`config.mk`:
```
export PLATFORM = sky130hd
export DESIGN_NAME = shift_add_arithmetic_unit
export DESIGN_NICKNAME = d
export VERILOG_FILES = /design/src/design/sa_pkg.sv /design/src/design/sa_front.sv /design/src/design/sa_div_pipe.sv /design/src/design/shift_add_arithmetic_unit.sv
export VERILOG_INCLUDE_DIRS = /design/src /design/src/design
export SDC_FILE = /design/constraint.sdc
export NUM_CORES = 2
export LEC_CHECK = 0
export ABC_AREA = 1
export BUFFER_PORTS_ARGS = -buffer_cell sky130_fd_sc_hd__buf_4
export CELL_PAD_IN_SITES_DETAIL_PLACEMENT = 1
export CELL_PAD_IN_SITES_GLOBAL_PLACEMENT = 2
export CORE_ASPECT_RATIO = 0.8
export CORE_MARGIN = 2
export CORE_UTILIZATION = 43
export CTS_CLUSTER_DIAMETER = 150
export DETAILED_ROUTE_END_ITERATION = 10
export MAX_ROUTING_LAYER = met4
export PLACE_DENSITY_LB_ADDON = 0.12
export SYNTH_ARGS = -nofsm -noshare
export SYNTH_HDL_FRONTEND = slang
export SYNTH_HIERARCHICAL = 1
export SYNTH_SLANG_ARGS = --single-unit
```
`constraint.sdc`:
```
create_clock -name aclk -period 9.2 [get_ports aclk]
set_input_delay 0 -clock aclk [delete_from_list [all_inputs] [get_ports aclk]]
set_output_delay 0 -clock aclk [all_outputs]
set_load 0.02 [all_outputs]
```
`src/design/assert_macros.svh`:
```
// Assertion helpers shared by sa_front and sa_div_pipe.
`ifndef ASSERT_MACROS_SVH
`define ASSERT_MACROS_SVH

// Same-cycle implication, gated off during reset.
`define SA_ASSERT_IMPL(label, ante, cons) \
    label: assert property (@(posedge aclk) disable iff (!aresetn) (ante) |-> (cons)) \
        else $error("sa assertion failed");

// Next-cycle implication, gated off during reset.
`define SA_ASSERT_NEXT(label, ante, cons) \
    label: assert property (@(posedge aclk) disable iff (!aresetn) (ante) |=> (cons)) \
        else $error("sa assertion failed");

`endif

```
`src/design/sa_pkg.sv`:
```
package sa_pkg;

    localparam int DATA_WIDTH = 32;

    typedef enum logic [1:0] {
        OP_ADD = 2'd0,
        OP_SUB = 2'd1,
        OP_MUL = 2'd2,
        OP_DIV = 2'd3
    } op_t;

    // Request as it travels down the pipeline.
    typedef struct packed {
        op_t                   op;
        logic [DATA_WIDTH-1:0] quo;      // result, or quotient so far
        logic [DATA_WIDTH-1:0] rem;      // partial remainder (zero unless divide)
        logic [DATA_WIDTH-1:0] divisor;
    } sa_item_t;

endpackage

```
`src/design/sa_front.sv`:
```
`include "assert_macros.svh"

module sa_front
    import sa_pkg::*;
(
    input  logic                  aclk,
    input  logic                  aresetn,
    input  logic                  in_valid,
    output logic                  in_ready,
    input  op_t                   in_op,
    input  logic [DATA_WIDTH-1:0] in_a,
    input  logic [DATA_WIDTH-1:0] in_b,
    output logic                  out_valid,
    input  logic                  out_ready,
    output sa_item_t              out_item
);

    logic     valid_reg;
    sa_item_t item_reg;
    sa_item_t item_next;

    assign in_ready  = !valid_reg || out_ready;
    assign out_valid = valid_reg;
    assign out_item  = item_reg;

    always_comb begin
        item_next.op      = in_op;
        item_next.divisor = in_b;
        item_next.rem     = '0;
        unique case (in_op)
            OP_ADD: item_next.quo = in_a + in_b;
            OP_SUB: item_next.quo = in_a + (~in_b + DATA_WIDTH'(1));
            OP_MUL: item_next.quo = in_a * in_b;
            OP_DIV: begin
                item_next.quo = '0;
                item_next.rem = in_a;
            end
            default: item_next.quo = '0;
        endcase
    end

    always_ff @(posedge aclk) begin
        if (!aresetn) begin
            valid_reg <= 1'b0;
        end else if (in_ready) begin
            valid_reg <= in_valid;
        end
    end

    always_ff @(posedge aclk) begin
        if (in_ready && in_valid) begin
            item_reg <= item_next;
        end
    end

    `SA_ASSERT_NEXT(a_add_sum, in_valid && in_ready && in_op == OP_ADD,
        item_reg.quo == $past(in_a + in_b))
    `SA_ASSERT_IMPL(a_front_rem_zero, valid_reg && item_reg.op != OP_DIV, item_reg.rem == '0)

endmodule

```
`src/design/sa_div_pipe.sv`:
```
`include "assert_macros.svh"

module sa_div_pipe
    import sa_pkg::*;
(
    input  logic     aclk,
    input  logic     aresetn,
    input  logic     in_valid,
    output logic     in_ready,
    input  sa_item_t in_item,
    output logic     out_valid,
    input  logic     out_ready,
    output sa_item_t out_item
);

    logic     valid_reg [DATA_WIDTH];
    sa_item_t item_reg  [DATA_WIDTH];
    logic     stage_ready [DATA_WIDTH+1];

    assign stage_ready[DATA_WIDTH] = out_ready;
    assign in_ready  = stage_ready[0];
    assign out_valid = valid_reg[DATA_WIDTH-1];
    assign out_item  = item_reg[DATA_WIDTH-1];

    for (genvar k = 0; k < DATA_WIDTH; k++) begin : g_stage
        localparam int BIT = DATA_WIDTH - 1 - k;

        logic                  src_valid;
        sa_item_t              src;
        sa_item_t              item_next;
        logic [DATA_WIDTH:0]   diff;
        logic [DATA_WIDTH-1:0] low_mask;

        if (k == 0) begin : g_first
            assign src_valid = in_valid;
            assign src       = in_item;
        end else begin : g_rest
            assign src_valid = valid_reg[k-1];
            assign src       = item_reg[k-1];
        end

        assign stage_ready[k] = !valid_reg[k] || stage_ready[k+1];

        // One restoring step: try subtracting divisor at this bit position.
        always_comb begin
            low_mask  = (DATA_WIDTH'(1) << BIT) - DATA_WIDTH'(1);
            diff      = {1'b0, src.rem >> BIT} - {1'b0, src.divisor};
            item_next = src;
            if (src.op == OP_DIV && !diff[DATA_WIDTH]) begin
                item_next.quo = src.quo | (DATA_WIDTH'(1) << BIT);
                item_next.rem = (diff[DATA_WIDTH-1:0] << BIT) | (src.rem & low_mask);
            end
        end

        always_ff @(posedge aclk) begin
            if (!aresetn) begin
                valid_reg[k] <= 1'b0;
            end else if (stage_ready[k]) begin
                valid_reg[k] <= src_valid;
            end
        end

        always_ff @(posedge aclk) begin
            if (stage_ready[k] && src_valid) begin
                item_reg[k] <= item_next;
            end
        end
    end

    `SA_ASSERT_IMPL(a_rem_below_divisor,
        out_valid && out_item.op == OP_DIV && out_item.divisor != '0,
        out_item.rem < out_item.divisor)
    `SA_ASSERT_IMPL(a_div_zero_ones,
        out_valid && out_item.op == OP_DIV && out_item.divisor == '0,
        out_item.quo == '1)
    `SA_ASSERT_IMPL(a_other_rem_zero, out_valid && out_item.op != OP_DIV,
        out_item.rem == '0)

endmodule

```
`src/design/shift_add_arithmetic_unit.sv`:
```
// Integer arithmetic unit: add, subtract, multiply (low word) and unsigned
// restoring divide on 32-bit operands, with no state carried between requests.
// Input channel s_*: one request per s_valid/s_ready handshake carries
// s_operation (0 add, 1 subtract, 2 multiply, 3 divide), s_operand_a and
// s_operand_b. Result channel m_*: one item per request, in request order,
// carries m_result (sum, difference, low product or quotient) and
// m_remainder (divide remainder, zero otherwise). Divide by zero returns an
// all-ones quotient and the dividend as remainder.
// A request passes one operand stage holding the adder and multiplier,
// then 32 divide stages, one quotient bit each.
// Throughput: one request per cycle unless the receiver stalls; every op
// flows through all stages.
// Reset (aresetn low, synchronous) empties the pipeline; no result pending.
// When the receiver stalls, the last stage holds its result and the stages
// behind it keep filling bubbles, so s_ready drops only once every stage
// holds a request.
module shift_add_arithmetic_unit
    import sa_pkg::*;
(
    input  logic                  aclk,
    input  logic                  aresetn,
    input  logic                  s_valid,
    output logic                  s_ready,
    input  logic [1:0]            s_operation,
    input  logic [DATA_WIDTH-1:0] s_operand_a,
    input  logic [DATA_WIDTH-1:0] s_operand_b,
    output logic                  m_valid,
    input  logic                  m_ready,
    output logic [DATA_WIDTH-1:0] m_result,
    output logic [DATA_WIDTH-1:0] m_remainder
);

    logic     front_valid;
    logic     front_ready;
    sa_item_t front_item;
    sa_item_t tail_item;

    // Operand stage: add, subtract and multiply finish here; divide loads
    // the dividend as the starting partial remainder.
    sa_front u_front (
        .aclk      (aclk),
        .aresetn   (aresetn),
        .in_valid  (s_valid),
        .in_ready  (s_ready),
        .in_op     (op_t'(s_operation)),
        .in_a      (s_operand_a),
        .in_b      (s_operand_b),
        .out_valid (front_valid),
        .out_ready (front_ready),
        .out_item  (front_item)
    );

    // Divide stages: other ops pass through unchanged to keep order.
    sa_div_pipe u_div (
        .aclk      (aclk),
        .aresetn   (aresetn),
        .in_valid  (front_valid),
        .in_ready  (front_ready),
        .in_item   (front_item),
        .out_valid (m_valid),
        .out_ready (m_ready),
        .out_item  (tail_item)
    );

    assign m_result    = tail_item.quo;
    assign m_remainder = tail_item.rem;

endmodule

```
-- Word-level counts from Yosys, hierarchy flattened
Memories as Yosys holds them, arrays and structs flattened.
Index checks and enable logic that the tools add are counted.
- eq/ne operators: 35
- multiply operators: 1
- mux-type cells: 226
- reductions and logical operators: 164
- bitwise gates (word level): 64
- add/sub/neg operators: 35
- operator list (cell ; number):
    $mux W1 ; 193
    $pmux W32 S4 ; 1
    $eq A2 B2 Y1 const B ; 34
    $logic_and A1 B1 Y1 ; 65
    $logic_not A1 Y1 ; 65
    $add A32 B32 Y32 ; 2
    $mux W64 ; 1
    $mux W63 ; 1
    $mux W62 ; 1
    $mux W61 ; 1
    $mux W60 ; 1
    $mux W59 ; 1
    $mux W58 ; 1
    $mux W57 ; 1
    $mux W56 ; 1
    $mux W55 ; 1
    $mux W54 ; 1
    $mux W53 ; 1
    $mux W52 ; 1
    $mux W51 ; 1
    $mux W50 ; 1
    $mux W49 ; 1
    $mux W48 ; 1
    $mux W47 ; 1
    other kinds (84) ; 147
- output and inout bits: 66
- memories kept: 2
- RAM bits: 3168
- register bits: 99
- memories (memory ; words ; width ; read ports ; clocked after memory_dff ; wr ports ; line ; RTL):
    u_div.item_reg ; 32 ; 98 ; 32 ; 0 ; 32 ; sa_div_pipe.sv:17 ; sa_item_t item_reg [DATA_WIDTH];
    u_div.valid_reg ; 32 ; 1 ; 32 ; 0 ; 32 ; sa_div_pipe.sv:16 ; logic valid_reg [DATA_WIDTH];

-- Depth between registers and ports, before layout
An unclocked memory read counts as a cell.
- depth after elaboration: 38
- depth in mapped cells: 34
- depth with buffers taken out: 32

-- Modules after synthesis
The synthesis kept the hierarchy.
- by module, submodules not included (module ; sequential area each (µm²) ; cells each ; area an instance (µm²) ; instances):
    sa_div_pipe ; 95121.2 ; 8446 ; 125770.6 ; 1
    sa_front ; 2962.8 ; 3178 ; 23969.2 ; 1

-- Worst setup path after synthesis
No wires, ideal clock.
- kind: reg-to-reg
- from: memory u_div.valid_reg[31][0], in the netlist u_div/valid_reg[1][15]
- to: register u_front.item_reg, in the netlist u_front/out_item[0], enable pin
- arrival time: 6.373 ns
- setup slack: 2.240 ns
- data required time: 8.613 ns
- library setup time: 0.587 ns
- path buffers: 0
- period minus slack after synthesis: 6.960 ns
- stages on the path, launching flop included: 18
- path through: edfxtp_1 -> nand4_2 -> nor3_4 -> nand4_2 -> nor2_4 -> nand4_4 -> nor2_4 -> nand4_4 -> nor2_4 -> nand4_4 -> nor2_4 -> nand4_2 -> nor2_4 -> nand4_4 -> nor2_4 -> nand4_2 -> inv_1 -> a21oi_1
- RTL lines (item ; line ; RTL):
    from (decl) ; sa_div_pipe.sv:16 ;
    to (signal assigned) ; sa_front.sv:52 ; item_reg <= item_next;
    to (decl) ; sa_front.sv:19 ; sa_item_t item_reg;

==> qor.yml <==
clock_network:
  postCtsSetupRepairBufs: 0
  cts_num_sinks: 3233
  postCtsHoldBufs: 77
  cts_repair_resize_count: 0
  clockBufferDepth: 4
  clk_latency_ns: 0.93
  cts_made_buffers: 327
  clkSlewWorstSetupHoldPaths_ns: 0.06
  cts_tree: "yes"
  clk_root_buffer_cell: "sky130_fd_sc_hd__clkbuf_16"
  clock_tree.htree_level_count: 5
sta:
  layout_setup_ws_ns: 2.24
  final_max_slew_viol_count: 0
  fmaxAchievable_ghz: 0.144
  min_period_ns: 6.96
  timing_hold_violations_final: 0
  relSlewSlack_pct: 14.1
  finalSetupViolCount: 0
  timing_worst_slew_pin_value_ns: 1.28
  fin_skew_ns: 0.0691
  final.setup.tns_ns: 0
  post-route-period-util_pct: 75.7
  rsz0062_at_grt: "false"
placement:
  port-buffer-count: 135
  dp_hpwl_um: 281000
  dpl-instance-area_mm2: 0.155
  gp_congestion: 0.886
  post_place_worst_slack_ns: 1.91
synth:
  syn_nets: 12800
  post_synth_instance_area_mm2: 0.149
  synth.avg_cell_area_um2: 12.8
  post_synthesis_cell_count: 11600
  yosys_warnings: 6
layout:
  layout-area-overhead-vs-synth_pct: 12.2
  largest_reg_flops: 3102
  layout-drive-gt1-share_pct: 6.72
  finalCoreUtilization_pct: 48.4
  fin_area_mm2: 0.167
  nets: 13200
  count_of_fill_cells_added_during_filler_insertion: 35100
power_and_ir_drop:
  p_per_area_mw_per_mm2: 275
  power.total_mw: 45.8
  total_leakage_power_nw: 66.5
  max-vdd-ir-drop_uv: 609
routing:
  detail_route.first_pass.iterations: 6
  wl_um: 378000
  drtIter0Drc: 5058
  top_signal_layer_used: "met4"
  drc: 0
  met3WireLength_um: 13500
  viasPerCell: 5.13
  route.detailed.wl_per_inst_um: 22.4
  detail_route.wirelength.met1_um: 175000
  detailroute.via_count: 86300
  drt.antenna.violating_nets: 0
  wl_met2_um: 180000
die:
  ioPinCount: 136
  dieWidth_um: 662
  dieHeight_um: 530
  die_area_mm2: 0.351
  num_rows: 193
  core_area_mm2: 0.345
  floorplan.initialDensity_pct: 43.1
global_routing:
  grt_pass1_wl_um: 574000
  grtUsageTotal_pct: 22.2
  vias_in_the_first_global_route: 92600
  antenna_found_initial: 19
  grt_start_max_net_pins: 66
  grt.overflow.total: 0
setup_path:
  critPathLaunchType: "input port"
  timing.critical_path.arrival_ns: 7.60
  timing.critical_path.to_type: "flip-flop"
  setup.worst_path.class: "in -> reg"
  critical_path_required_ns: 9.84
  cp_max_fo: 21
job:
  cap_violations: 0
run_status:
  status: "finished clean"
worst_hold_path:
  hold_path.class: "in -> reg"
## power breakdown
group          switching (mW)  total [mW]  internal (mW)
Sequential              0.115        16.4           16.3
Combinational            10.6        16.2           5.59
Clock                    5.67        13.3           7.60
## per-layer routing
layer,GRT usage (%),vias to the layer above
met1,30.0,43900
met2,36.2,1309
met5,-,-
met4,5.27,0
li1,-,40700
met3,2.55,462
## metrics by stage
| step | std cells | hold WS (ns) |
|---|---|---|
| after floorplan | 11600 | 0.0989 |
| after global placement | 16200 | 0.242 |
| after detailed placement | 16200 | 0.242 |
| after CTS | 16800 | 0.00261 |
| after global routing | 16800 | 0.0507 |
| final | 16800 | 0.0861 |
## critical path: stages
cell and delay, ns:
sky130_fd_sc_hd__dlygate4sd3_1 0.55, sky130_fd_sc_hd__buf_4 0.40, sky130_fd_sc_hd__ha_1 0.50, sky130_fd_sc_hd__fa_1 0.51, sky130_fd_sc_hd__fa_1 0.50, sky130_fd_sc_hd__inv_1 0.08, sky130_fd_sc_hd__fa_1 0.53, sky130_fd_sc_hd__fa_1 0.52
sky130_fd_sc_hd__inv_1 0.05, sky130_fd_sc_hd__fa_1 0.58, sky130_fd_sc_hd__fa_1 0.48, sky130_fd_sc_hd__fa_1 0.54, sky130_fd_sc_hd__fa_1 0.44, sky130_fd_sc_hd__ha_1 0.38, sky130_fd_sc_hd__nand2_1 0.19, sky130_fd_sc_hd__o21ai_0 0.19
sky130_fd_sc_hd__a211oi_1 0.36, sky130_fd_sc_hd__nand2_1 0.09, sky130_fd_sc_hd__nor2_1 0.39, sky130_fd_sc_hd__nand2_1 0.11, sky130_fd_sc_hd__nand3_1 0.10, sky130_fd_sc_hd__nand3_1 0.08
## layout make-up
type                    count  area [um2]  area share [%]
flip-flops and latches   3233       97100            58.2
multi-input cells        6272       43900            26.3
clock buffers             382        8430            5.05
inverters                1841        6950            4.17
well taps                4582        5730            3.44
repair buffers            303        2500            1.50
clock inverters           211        2240            1.34
diodes                     12        30.0          0.0180
## final timing paths
path,depth (start not counted),slack (ns),end,startpoint
min reg2reg,0,0.38,u_div/item_reg[0][143]$_DFFE_PP_,u_div/item_reg[0][45]$_DFFE_PP_
max,22,2.24,u_front/out_item[95]$_DFFE_PP_,s_operand_b[13]
max reg2reg,19,4.31,u_front/out_item[3]$_DFFE_PP_,u_div/valid_reg[1][14]$_DFFE_PP_
min,4,0.09,u_front/out_item[63]$_SDFFCE_PP0P_,s_operand_a[31]
## placed cells by master (no fill, tap or decap), drive strengths merged, types with 17 or more instances in the layout
cell type,instances
nand2,1915
buf,226
xnor2,218
dlygate4sd3,77
nand3,246
fa,441
o21bai,69
nand4,75
a21o,38
o21a,18
clkinvlp,17
inv,1853
or4,34
edfxtp,3231
xor2,265
o21ai,821
a21boi,21
nor3,92
ha,711
clkinv,147
a21oi,619
clkbuf,382
a31oi,45
or2,29
nor2,384
o211ai,21
bufinv,35
a211oi,19
nor4,91
Power figures use the tool's default switching activity.
